==> config.mk <==
export PLATFORM = sky130hd
export DESIGN_NAME = dma_channel_address_sequencer
export DESIGN_NICKNAME = d
export VERILOG_FILES = /design/src/rtl/core/dcas_pkg.sv /design/src/rtl/core/dcas_front.sv /design/src/rtl/core/dcas_fifo.sv /design/src/rtl/core/dcas_back.sv /design/src/rtl/core/dma_channel_address_sequencer.sv
export SDC_FILE = /design/constraint.sdc
export NUM_CORES = 1
export LEC_CHECK = 0
export BUFFER_PORTS_ARGS = -buffer_cell sky130_fd_sc_hd__buf_2
export CORE_UTILIZATION = 60
export CTS_CLUSTER_DIAMETER = 80
export CTS_CLUSTER_SIZE = 8
export DETAILED_ROUTE_END_ITERATION = 6
export PLACE_DENSITY = 0.78
export SLEW_MARGIN = 40
export SYNTH_ARGS = -nofsm -noshare
export SYNTH_HDL_FRONTEND = slang
export SYNTH_HIERARCHICAL = 1
export SYNTH_SLANG_ARGS = --single-unit
export TNS_END_PERCENT = 20
==> constraint.sdc <==
create_clock -name clk -period 8.02 [get_ports clk]
set_input_delay 0.401 -clock clk [delete_from_list [all_inputs] [get_ports clk]]
set_output_delay 0.401 -clock clk [all_outputs]
set_load 0.005 [all_outputs]
==> src/rtl/core/dcas_pkg.sv <==
`timescale 1ns / 1ps
// ----------------------------------------------------------------------------
// dcas_pkg
// Shared types, codes and helpers of the dma channel address sequencer.
// ----------------------------------------------------------------------------
package dcas_pkg;

  // item kinds on the input side
  typedef enum logic [1:0] {
    MODE_LOAD = 2'd0,
    MODE_TRIG = 2'd1,
    MODE_STEP = 2'd2,
    MODE_OFF  = 2'd3
  } mode_t;

  // answer codes on the result side
  typedef enum logic [1:0] {
    ST_IDLE = 2'd0,
    ST_XFER = 2'd1,
    ST_WAIT = 2'd2,
    ST_OFF  = 2'd3
  } status_t;

  // address control codes
  localparam logic [1:0] ACTL_INC    = 2'd0;
  localparam logic [1:0] ACTL_DEC    = 2'd1;
  localparam logic [1:0] ACTL_FIXED  = 2'd2;
  localparam logic [1:0] ACTL_RELOAD = 2'd3;

  localparam logic [1:0]  LAST_CH    = 2'd3;
  localparam logic [2:0]  NO_CHANNEL = 3'd4;
  localparam logic [27:0] MASK27     = 28'h7FF_FFFF;
  localparam logic [27:0] MASK28     = 28'hFFF_FFFF;
  localparam logic [16:0] FULL_COUNT = 17'h1_0000;

  // queue between front and back, depth a power of two
  localparam int QDEPTH = 2;
  localparam int QPTR_W = $clog2(QDEPTH);

  // one classified word handed from front to back
  typedef struct packed {
    mode_t       mode;
    logic [1:0]  ch;
    logic [27:0] src_ptr;     // aligned and masked
    logic [27:0] dst_ptr;     // aligned and masked
    logic [27:0] dst_reload;  // raw register value
    logic [16:0] count;       // count after the channel's cap rule
    logic        word;
    logic [1:0]  src_ctrl;
    logic [1:0]  dst_ctrl;
    logic        rep;
    logic        irq;
    logic        start_now;
    logic        sound;
  } cmd_t;

  function automatic logic [27:0] src_mask(input logic [1:0] ch);
    src_mask = (ch == 2'd0) ? MASK27 : MASK28;
  endfunction

  function automatic logic [27:0] dst_mask(input logic [1:0] ch);
    dst_mask = (ch == LAST_CH) ? MASK28 : MASK27;
  endfunction

  function automatic logic [27:0] align_addr(input logic [27:0] a, input logic word);
    align_addr = word ? {a[27:2], 2'b00} : {a[27:1], 1'b0};
  endfunction

  // rom area always counts up, otherwise the control field decides
  function automatic logic [27:0] move_addr(input logic [27:0] a, input logic [1:0] ctl,
                                           input logic [27:0] step,
                                           input logic [27:0] mask);
    logic rom;
    rom = (a[27:24] >= 4'd8) && (a[27:24] <= 4'd13);
    if (rom || ctl == ACTL_INC || ctl == ACTL_RELOAD) begin
      move_addr = (a + step) & mask;
    end else if (ctl == ACTL_DEC) begin
      move_addr = (a - step) & mask;
    end else begin
      move_addr = a & mask;
    end
  endfunction

endpackage

==> src/rtl/core/dcas_front.sv <==
`timescale 1ns / 1ps
// ----------------------------------------------------------------------------
// dcas_front
// Accepts input words, works out the capped count and the aligned pointers,
// and pushes one classified command into the queue.
// ----------------------------------------------------------------------------
module dcas_front #(
  parameter int COUNT_CAP = 16384
) (
  input  logic          clk,
  input  logic          rst_n,
  input  logic          in_tvalid,
  output logic          in_tready,
  input  logic [87:0]   in_tdata,
  input  logic [3:0]    in_tuser,
  input  logic          q_full,
  output logic          q_push,
  output dcas_pkg::cmd_t q_cmd
);
  import dcas_pkg::*;

  // ceil(2^32 / cap): exact quotient for any 16 bit count
  localparam logic [32:0] CAP_RECIP =
    33'(((64'd1 << 32) + 64'(COUNT_CAP) - 64'd1) / 64'(COUNT_CAP));
  localparam logic [16:0] CAP_VAL = 17'(COUNT_CAP);

  logic        s1_valid_r, s1_valid_nxt;
  logic [87:0] s1_data_r;
  logic [3:0]  s1_user_r;
  logic [48:0] prod_r;

  logic        in_fire;
  logic [15:0] ct;
  logic [15:0] quot;
  logic [15:0] rem;
  logic [1:0]  ch;
  logic        word;

  assign in_tready = !s1_valid_r || !q_full;
  assign in_fire   = in_tvalid && in_tready;
  assign q_push    = s1_valid_r && !q_full;

  always_comb begin
    s1_valid_nxt = s1_valid_r;
    if (in_fire) begin
      s1_valid_nxt = 1'b1;
    end else if (q_push) begin
      s1_valid_nxt = 1'b0;
    end
  end

  always_ff @(posedge clk) begin
    if (!rst_n) begin
      s1_valid_r <= 1'b0;
    end else begin
      s1_valid_r <= s1_valid_nxt;
    end
  end

  always_ff @(posedge clk) begin
    if (in_fire) begin
      s1_data_r <= in_tdata;
      s1_user_r <= in_tuser;
      prod_r    <= 49'(in_tdata[71:56]) * 49'(CAP_RECIP);
    end
  end

  assign ct   = s1_data_r[71:56];
  assign quot = prod_r[47:32];
  assign rem  = 16'(32'(ct) - 32'(quot) * 32'(CAP_VAL));
  assign ch   = s1_user_r[3:2];
  assign word = s1_data_r[72];

  always_comb begin
    q_cmd.mode       = mode_t'(s1_user_r[1:0]);
    q_cmd.ch         = ch;
    q_cmd.src_ptr    = align_addr(s1_data_r[27:0], word) & src_mask(ch);
    q_cmd.dst_ptr    = align_addr(s1_data_r[55:28], word) & dst_mask(ch);
    q_cmd.dst_reload = s1_data_r[55:28];
    if (ch == LAST_CH) begin
      q_cmd.count = (ct == 16'd0) ? FULL_COUNT : {1'b0, ct};
    end else begin
      q_cmd.count = (rem == 16'd0) ? CAP_VAL : {1'b0, rem};
    end
    q_cmd.word      = word;
    q_cmd.src_ctrl  = s1_data_r[74:73];
    q_cmd.dst_ctrl  = s1_data_r[76:75];
    q_cmd.rep       = s1_data_r[77];
    q_cmd.irq       = s1_data_r[78];
    q_cmd.start_now = (s1_data_r[80:79] == 2'd0);
    q_cmd.sound     = s1_data_r[81];
  end

endmodule

==> src/rtl/core/dcas_fifo.sv <==
`timescale 1ns / 1ps
// ----------------------------------------------------------------------------
// dcas_fifo
// Short command queue that lets the front and the back stall on their own.
// ----------------------------------------------------------------------------
module dcas_fifo (
  input  logic           clk,
  input  logic           rst_n,
  input  logic           push,
  input  dcas_pkg::cmd_t push_cmd,
  output logic           full,
  input  logic           pop,
  output logic           valid,
  output dcas_pkg::cmd_t head
);
  import dcas_pkg::*;

  cmd_t              mem_r [QDEPTH];
  logic [QPTR_W-1:0] wr_ptr_r, wr_ptr_nxt;
  logic [QPTR_W-1:0] rd_ptr_r, rd_ptr_nxt;
  logic [QPTR_W:0]   cnt_r, cnt_nxt;

  assign full  = (cnt_r == (QPTR_W+1)'(QDEPTH));
  assign valid = (cnt_r != '0);
  assign head  = mem_r[rd_ptr_r];

  always_comb begin
    wr_ptr_nxt = push ? wr_ptr_r + 1'b1 : wr_ptr_r;
    rd_ptr_nxt = pop ? rd_ptr_r + 1'b1 : rd_ptr_r;
    cnt_nxt    = cnt_r + (QPTR_W+1)'(push) - (QPTR_W+1)'(pop);
  end

  always_ff @(posedge clk) begin
    if (!rst_n) begin
      wr_ptr_r <= '0;
      rd_ptr_r <= '0;
      cnt_r    <= '0;
    end else begin
      wr_ptr_r <= wr_ptr_nxt;
      rd_ptr_r <= rd_ptr_nxt;
      cnt_r    <= cnt_nxt;
    end
  end

  always_ff @(posedge clk) begin
    if (push) begin
      mem_r[wr_ptr_r] <= push_cmd;
    end
  end

endmodule

==> src/rtl/core/dcas_back.sv <==
`timescale 1ns / 1ps
// ----------------------------------------------------------------------------
// dcas_back
// Per-channel register file and sequencer: carries out one command a cycle
// unless an answer waits for out_tready, and holds it in the output register.
// ----------------------------------------------------------------------------
module dcas_back #(
  parameter int COUNT_CAP = 16384
) (
  input  logic           clk,
  input  logic           rst_n,
  input  logic           q_valid,
  input  dcas_pkg::cmd_t q_cmd,
  output logic           q_pop,
  output logic           out_tvalid,
  input  logic           out_tready,
  output logic [63:0]    out_tdata,
  output logic [1:0]     out_tuser,
  output logic           out_tlast
);
  import dcas_pkg::*;

  // sound run of four words through the cap rule of the low channels
  localparam int          SND_MOD = 4 % COUNT_CAP;
  localparam logic [16:0] SND_CNT_LO = (SND_MOD == 0) ? 17'(COUNT_CAP) : 17'(SND_MOD);
  localparam logic [16:0] SND_CNT_HI = 17'd4;

  // per-channel state
  logic [27:0] src_r [4];
  logic [27:0] dst_r [4];
  logic [27:0] reload_r [4];
  logic [16:0] cnt_reload_r [4];
  logic [16:0] rem_r [4];
  logic [1:0]  sctl_r [4];
  logic [1:0]  dctl_r [4];
  logic        en_r [4];
  logic        word_r [4];
  logic        rep_r [4];
  logic        irq_r [4];
  logic        snd_r [4];
  logic        first_r [4];
  logic [2:0]  active_r, active_nxt;

  // next values of the addressed channel
  logic [27:0] src_nxt, dst_nxt;
  logic [16:0] rem_nxt;
  logic        en_nxt, snd_nxt, first_nxt;

  // output register
  logic        out_valid_r, out_valid_nxt;
  status_t     status_r, status_nxt;
  logic [27:0] raddr_r, raddr_nxt;
  logic [27:0] waddr_r, waddr_nxt;
  logic        is_word_r, is_word_nxt;
  logic        first_acc_r, first_acc_nxt;
  logic        last_r, last_nxt;
  logic        irq_out_r, irq_out_nxt;
  logic        pend_r, pend_nxt;

  logic        exec;
  logic [1:0]  ch;
  logic [16:0] rem_dec;
  logic [27:0] step;

  assign exec    = q_valid && (!out_valid_r || out_tready);
  assign q_pop   = exec;
  assign ch      = q_cmd.ch;
  assign rem_dec = rem_r[ch] - 17'd1;
  assign step    = (word_r[ch] || snd_r[ch]) ? 28'd4 : 28'd2;

  always_comb begin
    src_nxt       = src_r[ch];
    dst_nxt       = dst_r[ch];
    rem_nxt       = rem_r[ch];
    en_nxt        = en_r[ch];
    snd_nxt       = snd_r[ch];
    first_nxt     = first_r[ch];
    active_nxt    = active_r;
    status_nxt    = ST_IDLE;
    raddr_nxt     = '0;
    waddr_nxt     = '0;
    is_word_nxt   = 1'b0;
    first_acc_nxt = 1'b0;
    last_nxt      = 1'b0;
    irq_out_nxt   = 1'b0;
    pend_nxt      = 1'b0;
    unique case (q_cmd.mode)
      MODE_LOAD: begin
        en_nxt    = 1'b1;
        src_nxt   = q_cmd.src_ptr;
        dst_nxt   = q_cmd.dst_ptr;
        snd_nxt   = 1'b0;
        first_nxt = 1'b1;
        rem_nxt   = q_cmd.start_now ? q_cmd.count : 17'd0;
        pend_nxt  = q_cmd.start_now;
      end
      MODE_OFF: begin
        en_nxt  = 1'b0;
        rem_nxt = 17'd0;
        snd_nxt = 1'b0;
        if (active_r == {1'b0, ch}) begin
          active_nxt = NO_CHANNEL;
        end
      end
      MODE_TRIG: begin
        if (!en_r[ch]) begin
          status_nxt = ST_OFF;
        end else begin
          if (dctl_r[ch] == ACTL_RELOAD) begin
            dst_nxt = align_addr(reload_r[ch], word_r[ch]) & dst_mask(ch);
          end
          snd_nxt   = q_cmd.sound;
          first_nxt = 1'b1;
          if (q_cmd.sound) begin
            rem_nxt = (ch == LAST_CH) ? SND_CNT_HI : SND_CNT_LO;
          end else begin
            rem_nxt = cnt_reload_r[ch];
          end
        end
      end
      MODE_STEP: begin
        if (!en_r[ch]) begin
          status_nxt = ST_OFF;
        end else if (rem_r[ch] == 17'd0) begin
          status_nxt = ST_IDLE;
        end else if ({1'b0, ch} > active_r) begin
          status_nxt = ST_WAIT;
        end else begin
          status_nxt    = ST_XFER;
          raddr_nxt     = src_r[ch];
          waddr_nxt     = dst_r[ch];
          is_word_nxt   = word_r[ch] || snd_r[ch];
          first_acc_nxt = first_r[ch];
          src_nxt       = move_addr(src_r[ch], sctl_r[ch], step, src_mask(ch));
          if (!snd_r[ch]) begin
            dst_nxt = move_addr(dst_r[ch], dctl_r[ch], step, dst_mask(ch));
          end
          first_nxt  = 1'b0;
          rem_nxt    = rem_dec;
          active_nxt = {1'b0, ch};
          if (rem_dec == 17'd0) begin
            last_nxt    = 1'b1;
            irq_out_nxt = irq_r[ch];
            snd_nxt     = 1'b0;
            active_nxt  = NO_CHANNEL;
            if (!rep_r[ch]) begin
              en_nxt = 1'b0;
            end
          end
        end
      end
      default: begin
        status_nxt = ST_IDLE;
      end
    endcase
  end

  always_comb begin
    out_valid_nxt = out_valid_r;
    if (exec) begin
      out_valid_nxt = 1'b1;
    end else if (out_tready) begin
      out_valid_nxt = 1'b0;
    end
  end

  // control state
  always_ff @(posedge clk) begin
    if (!rst_n) begin
      for (int i = 0; i < 4; i++) begin
        en_r[i]    <= 1'b0;
        rem_r[i]   <= '0;
        snd_r[i]   <= 1'b0;
        first_r[i] <= 1'b0;
      end
      active_r    <= NO_CHANNEL;
      out_valid_r <= 1'b0;
    end else begin
      out_valid_r <= out_valid_nxt;
      if (exec) begin
        en_r[ch]    <= en_nxt;
        rem_r[ch]   <= rem_nxt;
        snd_r[ch]   <= snd_nxt;
        first_r[ch] <= first_nxt;
        active_r    <= active_nxt;
      end
    end
  end

  // pointers, latched settings and the answer
  always_ff @(posedge clk) begin
    if (exec) begin
      src_r[ch] <= src_nxt;
      dst_r[ch] <= dst_nxt;
      if (q_cmd.mode == MODE_LOAD) begin
        reload_r[ch]     <= q_cmd.dst_reload;
        cnt_reload_r[ch] <= q_cmd.count;
        word_r[ch]       <= q_cmd.word;
        sctl_r[ch]       <= q_cmd.src_ctrl;
        dctl_r[ch]       <= q_cmd.dst_ctrl;
        rep_r[ch]        <= q_cmd.rep;
        irq_r[ch]        <= q_cmd.irq;
      end
      status_r    <= status_nxt;
      raddr_r     <= raddr_nxt;
      waddr_r     <= waddr_nxt;
      is_word_r   <= is_word_nxt;
      first_acc_r <= first_acc_nxt;
      last_r      <= last_nxt;
      irq_out_r   <= irq_out_nxt;
      pend_r      <= pend_nxt;
    end
  end

  assign out_tvalid = out_valid_r;
  assign out_tuser  = status_r;
  assign out_tlast  = last_r;
  assign out_tdata  = {4'd0, pend_r, irq_out_r, first_acc_r, is_word_r, waddr_r, raddr_r};

  // a transfer is only ever issued from an armed run
  a_xfer_armed: assert property (@(posedge clk) disable iff (!rst_n)
    exec && status_nxt == ST_XFER |-> rem_r[ch] != 17'd0)
    else $error("transfer issued on a channel with no words left");

  // a run in progress owns the active slot afterwards
  a_slot_held: assert property (@(posedge clk) disable iff (!rst_n)
    exec && status_nxt == ST_XFER && !last_nxt |=> active_r[1:0] == $past(ch) && !active_r[2])
    else $error("active slot not held by the running channel");

  // active slot holds a channel number or the free code
  a_slot_range: assert property (@(posedge clk) disable iff (!rst_n)
    active_r[2] |-> active_r[1:0] == 2'd0)
    else $error("active slot holds an invalid code");

  // end of run is only flagged on an issued transfer
  a_last_xfer: assert property (@(posedge clk) disable iff (!rst_n)
    out_valid_r && last_r |-> status_r == ST_XFER)
    else $error("run end flagged without a transfer");

endmodule

==> src/rtl/core/dma_channel_address_sequencer.sv <==
`timescale 1ns / 1ps
// ----------------------------------------------------------------------------
// dma_channel_address_sequencer
// Four-channel dma address and count sequencer with a decoupled front end.
// ----------------------------------------------------------------------------
// usage
// - in_* carries command words: tuser selects the kind (load and enable,
//   trigger, transfer step, disable) and the channel, tdata the register
//   values latched on a load and the sound flag sampled on a trigger
// - out_* returns exactly one answer word per command: tuser is the status,
//   tdata the transfer addresses and flags, tlast marks the run's last transfer
// - the accepted word and the count reciprocal product are registered in the
//   front stage, the classified command is then registered in the queue and
//   the answer after that in the back's output register
// - throughput is one command per cycle while out_tready is high, set by the
//   back's single read and update of one channel's registers per cycle
// - when out_tready is low the answer holds, the back stops, the two-entry
//   queue fills and in_tready drops once the front stage is also held
// - reset (rst_n low, synchronous) disables all channels, clears counts and
//   frees the active slot; no clearing pass is needed
// ----------------------------------------------------------------------------
module dma_channel_address_sequencer #(
  parameter int COUNT_CAP = 16384
) (
  input  logic        clk,
  input  logic        rst_n,
  input  logic        in_tvalid,
  output logic        in_tready,
  // src_addr[27:0] dst_addr[55:28] word_count[71:56] word_size[72]
  // src_ctrl[74:73] dst_ctrl[76:75] repeat_mode[77] irq_enable[78]
  // start_timing[80:79] sound_mode[81] zero pad[87:82]
  input  logic [87:0] in_tdata,
  // mode[1:0] channel[3:2]
  input  logic [3:0]  in_tuser,
  output logic        out_tvalid,
  input  logic        out_tready,
  // read_addr[27:0] write_addr[55:28] is_word[56] first_access[57]
  // raise_irq[58] start_pending[59] zero pad[63:60]
  output logic [63:0] out_tdata,
  // status[1:0]
  output logic [1:0]  out_tuser,
  // last
  output logic        out_tlast
);
  import dcas_pkg::*;

  // front to queue
  logic q_push;
  cmd_t push_cmd;
  logic q_full;

  // queue to back
  logic q_valid;
  logic q_pop;
  cmd_t head_cmd;

  // classify and cap the count
  dcas_front #(
    .COUNT_CAP(COUNT_CAP)
  ) u_front (
    .clk      (clk),
    .rst_n    (rst_n),
    .in_tvalid(in_tvalid),
    .in_tready(in_tready),
    .in_tdata (in_tdata),
    .in_tuser (in_tuser),
    .q_full   (q_full),
    .q_push   (q_push),
    .q_cmd    (push_cmd)
  );

  // decoupling queue
  dcas_fifo u_fifo (
    .clk     (clk),
    .rst_n   (rst_n),
    .push    (q_push),
    .push_cmd(push_cmd),
    .full    (q_full),
    .pop     (q_pop),
    .valid   (q_valid),
    .head    (head_cmd)
  );

  // channel registers and sequencing
  dcas_back #(
    .COUNT_CAP(COUNT_CAP)
  ) u_back (
    .clk       (clk),
    .rst_n     (rst_n),
    .q_valid   (q_valid),
    .q_cmd     (head_cmd),
    .q_pop     (q_pop),
    .out_tvalid(out_tvalid),
    .out_tready(out_tready),
    .out_tdata (out_tdata),
    .out_tuser (out_tuser),
    .out_tlast (out_tlast)
  );

endmodule
==> After elaboration in Yosys (flattened, before gate mapping) <==
Memory sizes are Yosys's and may differ from the RTL's. A register that Yosys moved wholly into a read port is not among the register bits.
Cells that the tools add are included.
{ "word_totals": {"in_bits": 96, "out_inout_bits": 69, "mem_bits_rw": 740, "n_memories": 14, "reg_bits": 173, "elab_cells": 199} }
{ "memory_table": {"columns": ["memory", "words", "width", "rd", "rd_ports_with_merged_regs", "write_ports", "line", "source"], "rows": [
  ["u_fifo.mem_r", 2, 114, 1, 1, 1, "dcas_fifo.sv:18", "cmd_t mem_r [QDEPTH];"],
  ["u_back.dst_r", 4, 28, 1, 0, 1, "dcas_back.sv:30", "logic [27:0] dst_r [4];"],
  ["u_back.reload_r", 4, 28, 1, 0, 1, "dcas_back.sv:31", "logic [27:0] reload_r [4];"],
  ["u_back.src_r", 4, 28, 1, 0, 1, "dcas_back.sv:29", "logic [27:0] src_r [4];"],
  ["u_back.cnt_reload_r", 4, 17, 1, 0, 1, "dcas_back.sv:32", "logic [16:0] cnt_reload_r [4];"],
  ["u_back.rem_r", 4, 17, 1, 0, 4, "dcas_back.sv:33", "logic [16:0] rem_r [4];"],
  ["+8 memories", null, null, null, null, null, null, null]
]} }
{ "classes": {"n_mux": 90, "magnitude_cmp": 5, "add_sub_neg": 10, "bitwise": 12, "reduce_logical": 37, "eq_ne": 15} }
{ "op_table": {"columns": ["op", "n"], "rows": [
  ["28-bit 2-to-1 mux", 17],
  ["28-bit bitwise AND", 9],
  ["17-bit 2-to-1 mux", 9],
  ["28-bit one-hot mux with 3 select lines", 1],
  ["17-bit one-hot mux with 4 select lines", 1],
  ["28-bit adder", 2],
  ["28-bit one-hot mux with 2 select lines", 1],
  ["28-bit subtractor", 2],
  ["1-bit 2-to-1 mux", 38],
  ["17-bit zero test", 2],
  ["16-bit zero test", 2],
  ["2-bit 2-to-1 mux", 11],
  ["3-bit 2-to-1 mux", 6],
  ["17-bit OR reduction", 1],
  ["17-bit by 1-bit subtractor with 17-bit output (second input constant)", 1],
  ["16-bit 2-to-1 mux", 1],
  ["16-bit subtractor", 1],
  ["2-bit equality test (second input constant)", 7],
  ["2-bit zero test", 6],
  ["1-bit one-hot mux with 3 select lines", 3],
  ["4-bit >= comparator (second input constant)", 2],
  ["4-bit less-or-equal comparator (second input constant)", 2],
  ["2-bit nonzero test", 4],
  ["1-bit logical OR", 7],
  ["18 further kinds", 33]
]} }

==> Depth between registers and ports, before layout <==
Gate-level depths: netlist of run 1.
An unclocked memory read counts as a cell.
{ "logic_depth": {"ltp_word": 12, "mapped_depth": 23, "mapped_depth_nobuf": 13} }

==> Cells and area by module <==
The synthesis of run 1 kept the hierarchy.
{ "modules_own_cells": {"columns": ["mod", "n_inst", "cells_per_inst", "seq_area_each_um2", "area_each_um2"], "rows": [
  ["dcas_back", 1, 1800, 17046.3, 26664.3],
  ["dcas_fifo", 1, 376, 6946.7, 8702.1],
  ["dcas_front", 1, 209, 2572.5, 3442.1]
]} }

==> Worst setup path before layout of run 1 <==
No wires, ideal clock.
{ "synth_timing": {"path_type": "flip-flop to flip-flop", "start": "register with a tool-made name", "end": "memory u_back.cnt_reload_r[2][0] (enable)", "path_slack_ns": 1.139, "setup_time_ns": 0.519, "arrival_time_ns": 6.361, "n_path_buf": 11, "stages_incl_launch_ff": 15, "required_ns": 7.501, "period_less_slack_ns": 6.881, "path_cell_list": "dfxtp_1 buf_6 buf_2 mux2_2 buf_2 buf_4 buf_4 buf_4 buf_4 buf_2 buf_1 clkbuf_1 nand2_1 clkbuf_1 nor3_1"} }
{ "synth_lines": {"columns": ["item", "line"], "rows": [
  ["end: declaration", "dcas_back.sv:32"]
]} }

==> results of run 1 <==
power breakdown:
part	switching [µW]	internal [µW]	leakage, µW
Combinational	2430	1320	0.00513
Clock	1760	2700	0.00157
Sequential	205	6110	0.00828
registers in the layout (all words and copies together), names as in the netlist, 68 cells and up, named ones only:
name / count
u_back/reload_r: 105
u_back/src_r: 112
u_back/cnt_reload_r: 68
u_fifo/mem_r: 226
u_back/dst_r: 112
u_front/s1_data_r: 80
u_back/rem_r: 68
worst max path at each step:
stage	startpoint	end	slack (ns)	depth (start not counted)
after floorplan	flip-flop	u_back/cnt_reload_r[2][0]$_DFFE_PP_	1.14	14
after global placement	flip-flop	u_back/dst_r[2][1]$_DFFE_PP_	2.02	11
after detailed placement	flip-flop	u_back/dst_r[2][1]$_DFFE_PP_	1.89	11
after CTS	flip-flop	u_back/dst_r[2][1]$_DFFE_PP_	1.85	11
after global routing	flip-flop	u_back/dst_r[2][17]$_DFFE_PP_	1.76	12
final	flip-flop	u_back/dst_r[2][17]$_DFFE_PP_	2.19	13
layer usage:
layer  up-vias  global-route usage (%)
met5         -                       0
met4         0                    10.3
met3       150                    5.03
met2      1113                    44.6
met1     11300                    37.5
li1       9568                       -
through the flow:
step | hold slack (ns) | setup WS (ns) | cells
after global routing | 0.117 | 1.76 | 3427
after floorplan | 0.420 | 1.14 | 2384
after detailed placement | 0.434 | 1.89 | 3176
after global placement | 0.430 | 2.02 | 3174
final | 0.102 | 2.19 | 3428
after CTS | 0.0761 | 1.85 | 3427
cell usage in the layout, fill, tap and decap left out, types with 14 or more instances in the layout:
cell type and instances:
nor3_1 27, nor2_1 148, clkbuf_1 39, inv_1 43
clkbuf_16 121, dfxtp_1 18, nand4_1 15, buf_2 152
a221oi_1 20, and3_1 62, a21oi_1 43, xnor2_1 17
a22oi_1 47, dlygate4sd3_1 85, nor2b_1 23, edfxtp_1 869
xor2_1 16, mux2_2 79, nand3_1 42, nor4_1 21
mux4_2 113, o221ai_1 14, ha_1 16, mux2_4 60
mux2i_1 19, a221o_1 16, buf_4 22, o21ai_0 81
nand2_1 107
critical path, stage by stage, from the launching register on:
cell and delay [ns]:
dfxtp_4 0.73, mux2_8 0.76, mux4_2 0.50, inv_1 0.13
ha_1 0.41, nand2_1 0.09, o22ai_1 0.37, nand4_1 0.48
o21ai_4 0.64, buf_4 0.44, nor2_1 0.22, nand2_1 0.28
nand3_1 0.12, o311ai_0 0.25
what timing repair did:
item	4_1_cts	5_1_grt
hold buffers	85	0
hold endpoints to repair	85	0
resized for setup	0	0
final cells by class:
type	instances	area [µm²]
antenna	1	2.50
clock buffer	160	3170
clock inverter	6	78.8
fill	4009	19800
inverter	48	180
multi-input combinational	1206	10700
sequential	888	26500
tap	846	1060
timing repair buffer	273	1960
==> qor.yml, run 1 <==
hold_path:
  min_from: "rst_n"
  hold_depth: 2
  hold_class: "input port to flip-flop"
  min_to: "u_back/active_r[2]$_SDFFE_PN1P_"
clock_tree:
  cts_made_buffers: 120
  cts.sinks: 888
  post_cts_buffers: 0
  clkTransAtPathRegs_ns: 0.05
  htreeDepth: 3
  cts_tree: "done"
  clockRootBuffer: "clkbuf_16"
  clock_latency_ns: 0.67
  clock_path_buffers: 3
route:
  viasPerCell: 6.45
  drt-met1-wl_um: 35400
  vias: 22100
  routed-wl-met2_um: 43900
  ant_nets: 0
  drt-total-wl_um: 89700
  route.detailed.drc: 0
  avgRoutedWirePerCell_um: 26.2
  top_layer: "met4"
  firstDrtPassIters: 6
  drt_iter0_drc: 2362
  wl_met3_um: 7700
logic_synthesis:
  syn_area_um2: 38700
  ys_warn_count: 6
  synthCells: 2380
  synth_area_per_cell_um2: 16.3
global_routing:
  antenna_found_initial: 0
  grt_pass1_vias: 22200
  grt_overflow: 0
  grt_pass1_wl_um: 135000
  grt_max_degree: 87
  grt_use_total_pct: 27.5
pwr:
  p_total_uw: 14500
  p_leak_uw: 0.0150
  power_density_nw_per_um2: 333
  peakVddDrop_mv: 0.256
sta:
  fin_setup_tns_ns: 0
  finalCritPeriodShare_pct: 72.7
  maxSlewViolCount: 0
  hold_viol_final: 0
  max_freq_ghz: 0.172
  tightest_slew_ns: 0.856
  rsz0062_at_grt: "false"
  maxSlewHeadroom_pct: 42.3
  finalSetupViolations: 0
  fin_crit_ns: 5.83
  clock_skew_ns: 0.0278
placed_design:
  dpl_cell_area_um2: 39500
  io_buffer_count: 152
  place_congestion: 0.918
  hpwl_um: 53300
floorplan:
  fp.dieArea_um2: 65500
  die_y_um: 256
  fp.dieW_um: 256
  initial_core_util_pct: 61.0
  rows: 92
  fp.coreArea_um2: 63400
  boundaryPins: 165
setup_path:
  r2r_setup_slack_ns: 2.19
  worst_setup_path_start_kind: "flip-flop"
  crit_type: "flip-flop to flip-flop"
  worstPathRequired_ns: 8.37
  rr_worst_depth: 13
  cp-end-kind: "flip-flop"
  cp.arrival_ns: 6.18
  r2r-end: "u_back/dst_r[2][17]$_DFFE_PP_"
  worst-path-max-fanout: 76
finish:
  drive_gt1_share_pct: 24.3
  areaGrowthSynthToFinish_pct: 12.7
  final_core_util_pct: 68.8
  post-route-cell-area_um2: 43600
  fin_nets: 2656
outcome:
  status: "finished, final reports clean"
job:
  max_cap_violations: 0
Power figures use the tool's default switching activity.
==> run 2, diff against run 1 <==
Clock period 8.02 ns to 5.65 ns, I/O delays scaled along.
==> qor.yml, run 2 (same netlist as run 1, synthesis figures left out) <==
finish:
  layout_commonest_cell: "edfxtp_1"
  fin_nets: 2678  # +0.83%
  post-route-cell-area_um2: 43900  # +0.51%
  final_core_util_pct: 69.1  # +0.35 points
  final_cell_mix: "edfxtp_1 (869), buf_2 (152), nor2_1 (149)"
  areaGrowthSynthToFinish_pct: 13.3
  largest-register: "u_fifo/mem_r"
  largest_register_ffs: 226  # unchanged
  drive_gt1_share_pct: 24.9  # +0.58 points
  reg_top3: "u_fifo/mem_r: 226 flops, u_back/dst_r: 112 flops, u_back/src_r: 112 flops"
pwr:
  p_total_uw: 20700  # +43%
  p_leak_uw: 0.0151  # +0.94%
  peakVddDrop_mv: 0.271  # +6.0%
  power_density_nw_per_um2: 473  # +42%
route:
  drt_iter0_drc: 2249  # -4.8%
  drt-total-wl_um: 89900  # +0.16%
  ant_nets: 0  # unchanged
  viasPerCell: 6.40  # -0.79%
  firstDrtPassIters: 7  # +1
  route.detailed.drc: 0  # unchanged
  avgRoutedWirePerCell_um: 26.0  # -0.54%
  vias: 22100  # -0.095%
setup_path:
  worstPathCellList: "mux2_8 -> mux4_2 -> nor2_1 -> buf_4 -> ha_1 -> inv_1 -> fa_1 -> nor4_1 -> o21a_1 -> nand4_2 -> o21a_1 -> a2111oi_2 -> mux2i_1 -> o211ai_2"
  worst_setup_path_start_kind: "flip-flop"
  crit_type: "flip-flop to flip-flop"
  critical_path.most_common_cell: "o21a_1"
  crit_end: "u_back/src_r[0][27]$_DFFE_PP_"
  cp.arrival_ns: 5.27  # -0.91 ns
  cpPeakStageDelay_ns: 0.71  # -0.05 ns
  rr_worst_depth: 14  # +1
  r2r_setup_slack_ns: 0.77  # -1.43 ns
  critPathSlowestCell: "mux4_2"
  r2r-end: "u_back/src_r[0][27]$_DFFE_PP_"
  worstPathRequired_ns: 6.04  # -2.33 ns
  worst-path-max-fanout: 29  # -62%
  cp-end-kind: "flip-flop"
floorplan:
  fp.dieArea_um2: 65500  # unchanged
  fp.coreArea_um2: 63400  # unchanged
  rows: 92  # unchanged
  boundaryPins: 165  # unchanged
  die_y_um: 256  # unchanged
  fp.dieW_um: 256  # unchanged
  initial_core_util_pct: 61.0  # unchanged
clock_tree:
  cts_made_buffers: 121  # +0.83%
  cts.sinks: 888  # unchanged
  clockRootBuffer: "clkbuf_16"
  post_cts_buffers: 0  # unchanged
  cts_tree: "done"
  post_cts_resized: 0  # unchanged
  clkTransAtPathRegs_ns: 0.05  # about the same
  clock_path_buffers: 3  # unchanged
  htreeDepth: 3  # unchanged
  cts_hold_buffers: 87  # +2.4%
  clock_latency_ns: 0.67  # about the same
placed_design:
  dpl_cell_area_um2: 39700  # +0.45%
  preCtsSetupSlack_ns: 0.799  # -1.09 ns
  place_congestion: 0.927  # +0.98%
  io_buffer_count: 152  # unchanged
  hpwl_um: 54100  # +1.5%
global_routing:
  grt_max_degree: 93  # +6.9%
  grt_use_total_pct: 27.7  # +0.14 points
  antenna_found_initial: 1  # +1
  grt_pass1_wl_um: 136000  # +0.21%
  grt_pass1_vias: 22300  # +0.43%
  grt_overflow: 0  # unchanged
sta:
  maxSlewHeadroom_pct: 43.8  # +1.5 points
  maxSlewViolCount: 0  # unchanged
  fin_crit_ns: 4.88  # -0.944 ns
  finalCritPeriodShare_pct: 86.4  # +14 points
  tightest_slew_ns: 0.843  # -0.0132 ns
  clock_skew_ns: 0.0291  # +0.00123 ns
  hold_viol_final: 0  # unchanged
  hold_ws_ns: 0.322  # +0.220 ns
  finalSetupViolations: 0  # unchanged
  fin_ws_ns: 0.766  # -1.43 ns
  max_freq_ghz: 0.205  # +19%
  rsz0062_at_grt: "false"
job:
  max_cap_violations: 0  # unchanged
hold_path:
  hold_class: "input port to flip-flop"
outcome:
  status: "finished, final reports clean"
run 2: critical path: cells and delay by family (launching register included):
kind                       cells  cell delay (ns)
buffers and inverters          2             0.28
DFF                            1             0.36
AOI/OAI and AO/OA              4             1.04
adders and majority gates      2             0.63
and+or+nand+nor                3             0.77
muxes                          3             1.49
run 2: worst min path at each step:
stage / start / cells after the start / endpoint
floorplan: in_tdata[10] / 0 / u_front/s1_data_r[10]$_DFFE_PP_
global placement: u_front/s1_data_r[73]$_DFFE_PP_ / 0 / u_fifo/mem_r[0][6]$_DFFE_PP_
detailed placement: u_front/s1_data_r[81]$_DFFE_PP_ / 0 / u_fifo/mem_r[1][0]$_DFFE_PP_
CTS: in_tdata[72] / 2 / u_front/s1_data_r[72]$_DFFE_PP_
global route: in_tdata[1] / 2 / u_front/s1_data_r[1]$_DFFE_PP_
finish: in_tuser[2] / 2 / u_front/s1_user_r[2]$_DFFE_PP_
run 2: layer usage:
metal / wire length (µm) / global-route usage, % / share of wire (%)
met5: 0 / 0 / 0
met4: 2960 / 10.8 / 3.3
met3: 7860 / 4.52 / 8.7
met2: 44200 / 45.1 / 49
met1: 34800 / 37.7 / 39
run 2: cell type report:
class,instances,area [µm²]
Clock buffer,162,3200
Antenna cell,1,2.50
Tap cell,846,1060
Inverter,48,180
Timing Repair Buffer,294,2150
Clock inverter,7,87.6
Multi-Input combinational cell,1206,10700
Fill cell,4009,19600
Sequential cell,888,26500
run 2: metrics by stage:
stage	instances	TNS, ns
after detailed placement	3195	0
after CTS	3451	0
after global placement	3194	0
after global routing	3452	0
final	3452	0
after floorplan	2384	-198.18
run 2: report_power, final:
group	switching (µW)	total, µW	internal [µW]
Combinational	3520	5460	1940
Clock	2500	6360	3860
Sequential	255	8920	8670
Total	6280	20700	14500
